## config.mk

```make
export PLATFORM = sky130hd
export DESIGN_NAME = zero_crossing_marker
export DESIGN_NICKNAME = d
export VERILOG_FILES = /design/src/design/zcm_pkg.sv /design/src/design/zero_crossing_marker.sv
export SDC_FILE = /design/constraint.sdc
export NUM_CORES = 2
export LEC_CHECK = 0
export BUFFER_PORTS_ARGS = -buffer_cell sky130_fd_sc_hd__buf_2
export CORE_ASPECT_RATIO = 1.4
export CORE_UTILIZATION = 59
export DETAILED_ROUTE_END_ITERATION = 6
export PLACE_DENSITY = 0.74
export SLEW_MARGIN = 20
export SYNTH_ARGS = -nofsm -noshare
export SYNTH_HDL_FRONTEND = slang
export SYNTH_SLANG_ARGS = --single-unit
export TNS_END_PERCENT = 100
```

## constraint.sdc

```tcl
create_clock -name i_clk -period 94.8 [get_ports i_clk]
set_input_delay 0 -clock i_clk [delete_from_list [all_inputs] [get_ports i_clk]]
set_output_delay 0 -clock i_clk [all_outputs]
set_load 0.005 [all_outputs]
```

## src/design/zcm_pkg.sv

```systemverilog
// ----------------------------------------------------------------------------
// zcm_pkg
// Shared types and codes of the zero-crossing marker: transaction payloads,
// request codes and configuration register indexes.
// ----------------------------------------------------------------------------
package zcm_pkg;

    localparam int CfgIndexWidth = 2;
    localparam int CfgDataWidth  = 16;
    localparam int RowWidthBits  = 11;
    localparam int HeightBits    = 16;

    localparam logic [CfgIndexWidth-1:0] CFG_ROW_WIDTH    = 2'd0;
    localparam logic [CfgIndexWidth-1:0] CFG_SLICE_HEIGHT = 2'd1;
    localparam logic [CfgIndexWidth-1:0] CFG_POLARITY     = 2'd2;

    localparam logic REQ_SAMPLE = 1'b0;
    localparam logic REQ_FLUSH  = 1'b1;

    localparam logic POL_POSITIVE = 1'b0;

    typedef struct packed {
        logic               req_type;
        logic signed [15:0] sample;
    } t_zcm_in;

    typedef struct packed {
        logic mark;
        logic last_of_slice;
    } t_zcm_out;

endpackage

```

## src/design/zero_crossing_marker.sv

```systemverilog
// ----------------------------------------------------------------------------
// zero_crossing_marker
// Streaming 4-neighbour zero-crossing marker over raster-order slices, with a
// two-row inside-bit line store and one-row-late mark output.
// ----------------------------------------------------------------------------
//  channel  direction  handshake                 payload
//  in       input      i_in_valid / o_in_stall   i_in_data  (t_zcm_in)
//  out      output     o_out_valid / i_out_stall o_out_data (t_zcm_out)
//  cfg      input      i_cfg_we                  i_cfg_index, i_cfg_data
//
//  One transaction per cycle unless stalled; a mark appears the cycle after.
//  The line store has one write and one read port; a three-entry window of
//  registers supplies the left, center and right columns every cycle.
//  Reset is synchronous; no clearing pass, the store needs none.
//  Input stalls only while the output register is full and stalled.
// ----------------------------------------------------------------------------
module zero_crossing_marker #(
    parameter int MAX_WIDTH = 1024
) (
    input  logic                          i_clk,
    input  logic                          i_rst_n,
    input  logic                          i_in_valid,
    output logic                          o_in_stall,
    input  zcm_pkg::t_zcm_in              i_in_data,
    output logic                          o_out_valid,
    input  logic                          i_out_stall,
    output zcm_pkg::t_zcm_out             o_out_data,
    input  logic                          i_cfg_we,
    input  logic [zcm_pkg::CfgIndexWidth-1:0] i_cfg_index,
    input  logic [zcm_pkg::CfgDataWidth-1:0]  i_cfg_data
);
    import zcm_pkg::*;

    localparam int AW = (MAX_WIDTH > 1) ? $clog2(MAX_WIDTH) : 1;
    localparam int WW = AW + 1;

    logic [RowWidthBits-1:0] r_row_width;
    logic [HeightBits-1:0]   r_slice_height;
    logic                    r_polarity;

    logic [AW-1:0]         r_column_count;
    logic [HeightBits-1:0] r_row_count;
    logic [AW-1:0]         r_flush_count;
    logic                  r_flush_pending;
    logic                  r_sel;

    logic [1:0] r_mem [MAX_WIDTH];
    logic [1:0] r_rd;
    logic       r_from_rd;
    logic [1:0] r_left;
    logic [1:0] r_cur;
    logic [1:0] r_right;
    logic [1:0] r_head0;
    logic [1:0] r_head1;

    logic     r_out_valid;
    t_zcm_out r_out_data;

    logic [WW-1:0]         eff_w;
    logic [HeightBits-1:0] eff_h;
    logic                  accept;
    logic                  is_flush;
    logic                  do_sample;
    logic                  do_flush;
    logic                  active;
    logic [AW-1:0]         x;
    logic [WW-1:0]         x_inc;
    logic                  end_of_row;
    logic                  pix_inside;
    logic [1:0]            right_val;
    logic                  prev_bit;
    logic                  nb_out;
    logic                  mark;
    logic [1:0]            wval;
    logic [AW-1:0]         rd_addr;
    logic [HeightBits:0]   rc_inc;
    logic                  produce;

    always_comb begin
        if (r_row_width == '0) begin
            eff_w = WW'(1);
        end else if (int'(r_row_width) > MAX_WIDTH) begin
            eff_w = WW'(MAX_WIDTH);
        end else begin
            eff_w = WW'(r_row_width);
        end
        eff_h = (r_slice_height == '0) ? HeightBits'(1) : r_slice_height;
    end

    assign o_in_stall = r_out_valid & i_out_stall;
    assign accept     = i_in_valid & ~o_in_stall;
    assign is_flush   = (i_in_data.req_type == REQ_FLUSH);
    assign do_sample  = accept & ~is_flush & ~r_flush_pending;
    assign do_flush   = accept & is_flush & r_flush_pending;
    assign active     = do_sample | do_flush;

    assign x          = do_flush ? r_flush_count : r_column_count;
    assign x_inc      = {1'b0, x} + WW'(1);
    assign end_of_row = (x_inc >= eff_w);
    assign rd_addr    = AW'(x_inc + WW'(1));

    assign pix_inside = (r_polarity == POL_POSITIVE) ?
                        (~i_in_data.sample[15] & (i_in_data.sample != '0)) :
                        i_in_data.sample[15];

    assign right_val = r_from_rd ? r_rd : r_right;
    assign prev_bit  = r_cur[~r_sel];

    always_comb begin
        nb_out = 1'b0;
        if ((r_row_count >= HeightBits'(2)) && !r_cur[r_sel]) begin
            nb_out = 1'b1;
        end
        if ((x != '0) && !r_left[~r_sel]) begin
            nb_out = 1'b1;
        end
        if (!end_of_row && !right_val[~r_sel]) begin
            nb_out = 1'b1;
        end
        if (do_sample && !pix_inside) begin
            nb_out = 1'b1;
        end
        mark = prev_bit & nb_out;
    end

    assign wval    = r_sel ? {pix_inside, r_cur[0]} : {r_cur[1], pix_inside};
    assign rc_inc  = {1'b0, r_row_count} + (HeightBits+1)'(1);
    assign produce = do_flush | (do_sample & (r_row_count != '0));

    always_ff @(posedge i_clk) begin
        if (!i_rst_n) begin
            r_row_width    <= RowWidthBits'(1024);
            r_slice_height <= HeightBits'(1024);
            r_polarity     <= POL_POSITIVE;
        end else if (i_cfg_we) begin
            unique case (i_cfg_index)
                CFG_ROW_WIDTH:    r_row_width    <= i_cfg_data[RowWidthBits-1:0];
                CFG_SLICE_HEIGHT: r_slice_height <= i_cfg_data[HeightBits-1:0];
                CFG_POLARITY:     r_polarity     <= i_cfg_data[0];
                default: ;
            endcase
        end
    end

    always_ff @(posedge i_clk) begin
        if (do_sample) begin
            r_mem[x] <= wval;
        end
        if (active) begin
            r_rd <= r_mem[rd_addr];
        end
    end

    always_ff @(posedge i_clk) begin
        if (do_sample && x == AW'(0)) begin
            r_head0 <= wval;
        end
        if (do_sample && x == AW'(1)) begin
            r_head1 <= wval;
        end
        if (active) begin
            r_left <= r_cur;
            if (do_sample && end_of_row) begin
                r_cur   <= (x == AW'(0)) ? wval : r_head0;
                r_right <= (x == AW'(1)) ? wval : r_head1;
            end else begin
                r_cur <= right_val;
            end
        end
        if (!o_in_stall) begin
            r_out_data.mark          <= mark;
            r_out_data.last_of_slice <= do_flush & end_of_row;
        end
    end

    always_ff @(posedge i_clk) begin
        if (!i_rst_n) begin
            r_column_count  <= '0;
            r_row_count     <= '0;
            r_flush_count   <= '0;
            r_flush_pending <= 1'b0;
            r_sel           <= 1'b0;
            r_from_rd       <= 1'b0;
            r_out_valid     <= 1'b0;
        end else begin
            if (!o_in_stall) begin
                r_out_valid <= produce;
            end
            if (active) begin
                r_from_rd <= ~(do_sample & end_of_row);
            end
            if (do_flush) begin
                if (end_of_row) begin
                    r_flush_pending <= 1'b0;
                    r_flush_count   <= '0;
                    r_row_count     <= '0;
                    r_column_count  <= '0;
                end else begin
                    r_flush_count <= AW'(x_inc);
                end
            end
            if (do_sample) begin
                if (end_of_row) begin
                    r_column_count <= '0;
                    r_sel          <= ~r_sel;
                    if (rc_inc >= {1'b0, eff_h}) begin
                        r_row_count     <= eff_h;
                        r_flush_pending <= 1'b1;
                        r_flush_count   <= '0;
                    end else begin
                        r_row_count <= rc_inc[HeightBits-1:0];
                    end
                end else begin
                    r_column_count <= AW'(x_inc);
                end
            end
        end
    end

    assign o_out_valid = r_out_valid;
    assign o_out_data  = r_out_data;

    a_flush_holds_column: assert property (@(posedge i_clk) disable iff (!i_rst_n)
        r_flush_pending |-> (r_column_count == '0))
        else $error("column count moved during flush");

    a_idle_flush_count: assert property (@(posedge i_clk) disable iff (!i_rst_n)
        !r_flush_pending |-> (r_flush_count == '0))
        else $error("flush count left nonzero outside flush");

    a_flush_gives_mark: assert property (@(posedge i_clk) disable iff (!i_rst_n)
        do_flush |=> o_out_valid)
        else $error("pending flush produced no mark");

    a_slice_end_rewind: assert property (@(posedge i_clk) disable iff (!i_rst_n)
        (do_flush && end_of_row) |=>
            (!r_flush_pending && r_row_count == '0 && o_out_data.last_of_slice))
        else $error("slice end did not rewind");

endmodule

```

==> reports/results.ini <==
[drt]
ant_nets = 0
routedWlPerCell_um = 28.4
drt-total-wl_um = 269000
drtIter0Drc = 9856
num_vias = 63441
dr.pass1.iters = 6
route.detailed.drc = 0
avgViaCountPerCell = 6.71

[critical_path]
crit_path_end_kind = register
cp_num_buf_inv = 5
cp.arrival_ns = 8.68
cp.required_ns = 95.49
cp_common_cell = buf_4
crit_type = register to register
cp_max_fo = 58
cp-start-kind = register
crit_family = simple AND/OR/NAND/NOR gates
slowest_delay_ns = 1.10
cp_slowest_cell = nor4_1
path_cells = and2_2, nand3_4, buf_4, nand2_4, ha_1, buf_4, nand2b_1, a211oi_4, o2111ai_4, xnor2_4, buf_4, nor3_4, buf_4, buf_4, a22o_1, a221oi_1, nor3_1, nor4_1, o311ai_1, nor2_1

[timing]
fin_crit_sh = 0.0844
slew_viol_final = 0
finalSetupViolations = 0
hold_viol_final = 0
rsz0062_at_grt = no
holdWs_ns = 0.0487
clock_skew_ns = 0.0365
relSlewSlack = 0.0925
final.min_clock_period_ns = 8.00
tightest_slew_ns = 1.35
max_freq_mhz = 125
setup_tns_ns = 0

[pwr]
leakage_nw = 32.7
clkPwrFrac = 0.407
sw_frac_of_total = 0.217
p_int_mw = 1.50
power.combinational.fraction = 0.050
ir_drop_v = 0.0000199
powerDensity_nw_per_um2 = 19.1
sequentialPowerShare = 0.543
finalPower_mw = 1.91
p_sw_uw = 415

[place]
gp_congestion = 0.939
dp_cells = 9031
dp_hpwl_um = 145000
port-buffer-count = 43

[synthesis]
synthDistinctLibCells = 86
synth_warnings = 0
yosysSeqAreaShare = 0.693
synth-async-reset-ratio = 0
synth.avg_cell_area_um2 = 12.3
yosys.area.top_type = edfxtp_1
synth_edf_count = 2062
syn-num-nets = 7502
post-synth-top-count-cell = edfxtp_1
yosysTopAreaCellShare = 0.678
yosys-top-cells-count = edfxtp_1 (2062), nand2_1 (1423), nor2_1 (1094), nand3_1 (330), a21oi_1 (313)
synth_area_um2 = 91300
synth_area_leaders = edfxtp_1 (68%), nand2_1 (5.8%), nor2_1 (4.5%), mux2i_1 (2.6%), nand3_1 (1.8%)
synth-seq-cells = 2130
synth_cells = 7427
synthFlopType = edfxtp_1

[final_layout]
fill_cells = 11000
stdcell_count = 9457
fin_util = 0.651
area_delta_synth_final_pct = 9.41
nets = 7303
post_route_cells_drive_above_1_share = 0.0792

[global_route]
grt_pass1_vias = 61003
grt_first_pass_wirelength_um = 388000
antenna_found_initial = 11
grt_start_max_net_pins = 280
grtUsageTotal = 0.339
grt-ovfl-total = 0

[flow_run]
cap_violations = 0

[clock_network]
clkSinkCount = 2130
cts_buffers = 188
clock_path_buffers = 3
tritoncts = built
clk_latency_ns = 0.86
ctsResizeCount = 0
cts_root_buf = clkbuf_16
h-tree-depth = 4
clk_pin_slew_worst_paths_ns = 0.06

[hold_path]
holdCritPathClass = primary input to register

[floorplan]
start_util = 0.595
die-area_um2 = 156000
die_y_um = 468
io_pins = 44
fp.coreArea_um2 = 154000
fp-row-count = 170
die_x_um = 335

[status]
status = completed

==> routing by layer <==
metal  vias to the layer above  wire length [um]  track usage
li1                      26919                 -            -
met1                     30979             90300        0.423
met2                      4553            126000        0.536
met3                       984             32500       0.0717
met4                         6             19800        0.229
met5                         -                34            0
==> logic make-up after synthesis <==
logic type | synth area share
mux | 0.0350
fa+ha+maj | 0.00480
simple gates | 0.147
buf+inv | 0.0346
flops | 0.693
xor+xnor | 0.00403
compound gates | 0.0818
==> timing repair <==
item / CTS / global route
hold buffers: 69 / 0
buffers inserted: 0 / 0
endpoints found under the hold margin: 74 / 0
==> worst paths after layout <==
kind | startpoint | end | slack (ns) | cells after the start
worst min-delay path | i_cfg_data[0] | r_polarity | 0.05 | 4
worst max register to register | r_flush_pending | r_rd[0] | 86.80 | 20
worst min register to register | r_cur[0] | r_left[0] | 0.47 | 0
worst max-delay path | r_flush_pending | r_rd[0] | 86.80 | 20
==> layout make-up <==
class                      instances  area [um^2]  area share
sequential                      2130        63300       0.633
timing repair buffer             242         2140      0.0215
clock buffer                     231         5000      0.0501
clock inverter                   116         1200      0.0121
tap                             2064         2580      0.0258
antenna                            8         20.0    0.000200
inverter                          36          155     0.00155
multi-input combinational       4630        25500       0.255
==> sequential cells by signal, summed over array words and instances, names as in the netlist <==
signal,cells
o_out_data,2
o_out_valid,1
r_column_count,10
r_cur,2
r_flush_count,10
r_flush_pending,1
r_from_rd,1
r_head0,2
r_head1,2
r_left,2
r_mem,2048
r_polarity,1
r_rd,2
r_right,2
r_row_count,16
r_row_width,11
r_sel,1
r_slice_height,16
==> per-stage QoR <==
step | worst slack, ns | area, um^2
6_report | 86.80 | 99900
5_1_grt | 86.72 | 99900
4_1_cts | 87.09 | 99800
3_5_place_dp | 87.09 | 92900
3_3_place_gp | 87.33 | 92800
2_1_floorplan | 59.51 | 91300
==> cell usage in the layout (no fill, tap or decap), types with 16 or more instances in the layout <==
master	Yosys	final
buf_4	62	108
a31oi_1	105	105
clkinv_2	0	29
mux4_2	33	33
nand2_1	1423	1400
ha_1	35	35
edfxtp_1	2062	2062
a221oi_1	112	112
inv_1	33	32
a22oi_1	52	52
a21oi_1	313	311
a211oi_1	103	103
nor3_1	80	79
dlygate4sd3_1	0	69
clkinv_1	0	47
nor4_1	30	30
nand2_2	1	23
a32oi_1	66	66
mux2i_1	234	233
nor2_1	1094	1092
o21ai_0	49	48
dfxtp_1	68	68
nand3_1	330	297
clkbuf_16	0	194
clkbuf_1	270	36
and3_1	198	198
a311oi_1	158	158
bufinv_16	0	22
xnor2_1	20	16
nand3_4	0	33
buf_2	240	43
==> power by group through the flow <==
stage | registers, mW | logic (mW) | clock network, mW
3_3_place_gp | 1.06 | 0.0897 | 0
2_1_floorplan | 1.10 | 0.0585 | 0
3_5_place_dp | 1.06 | 0.0909 | 0
5_1_grt | 1.04 | 0.101 | 0.814
4_1_cts | 1.04 | 0.0930 | 0.779
6_report | 1.04 | 0.0961 | 0.779
==> worst min-delay path: stages <==
cell           delay, ns
dlygate4sd3_1       0.53
buf_2               0.18
mux2i_1             0.08
nor2_1              0.08
Note: power is estimated with default switching activity, not from simulation.
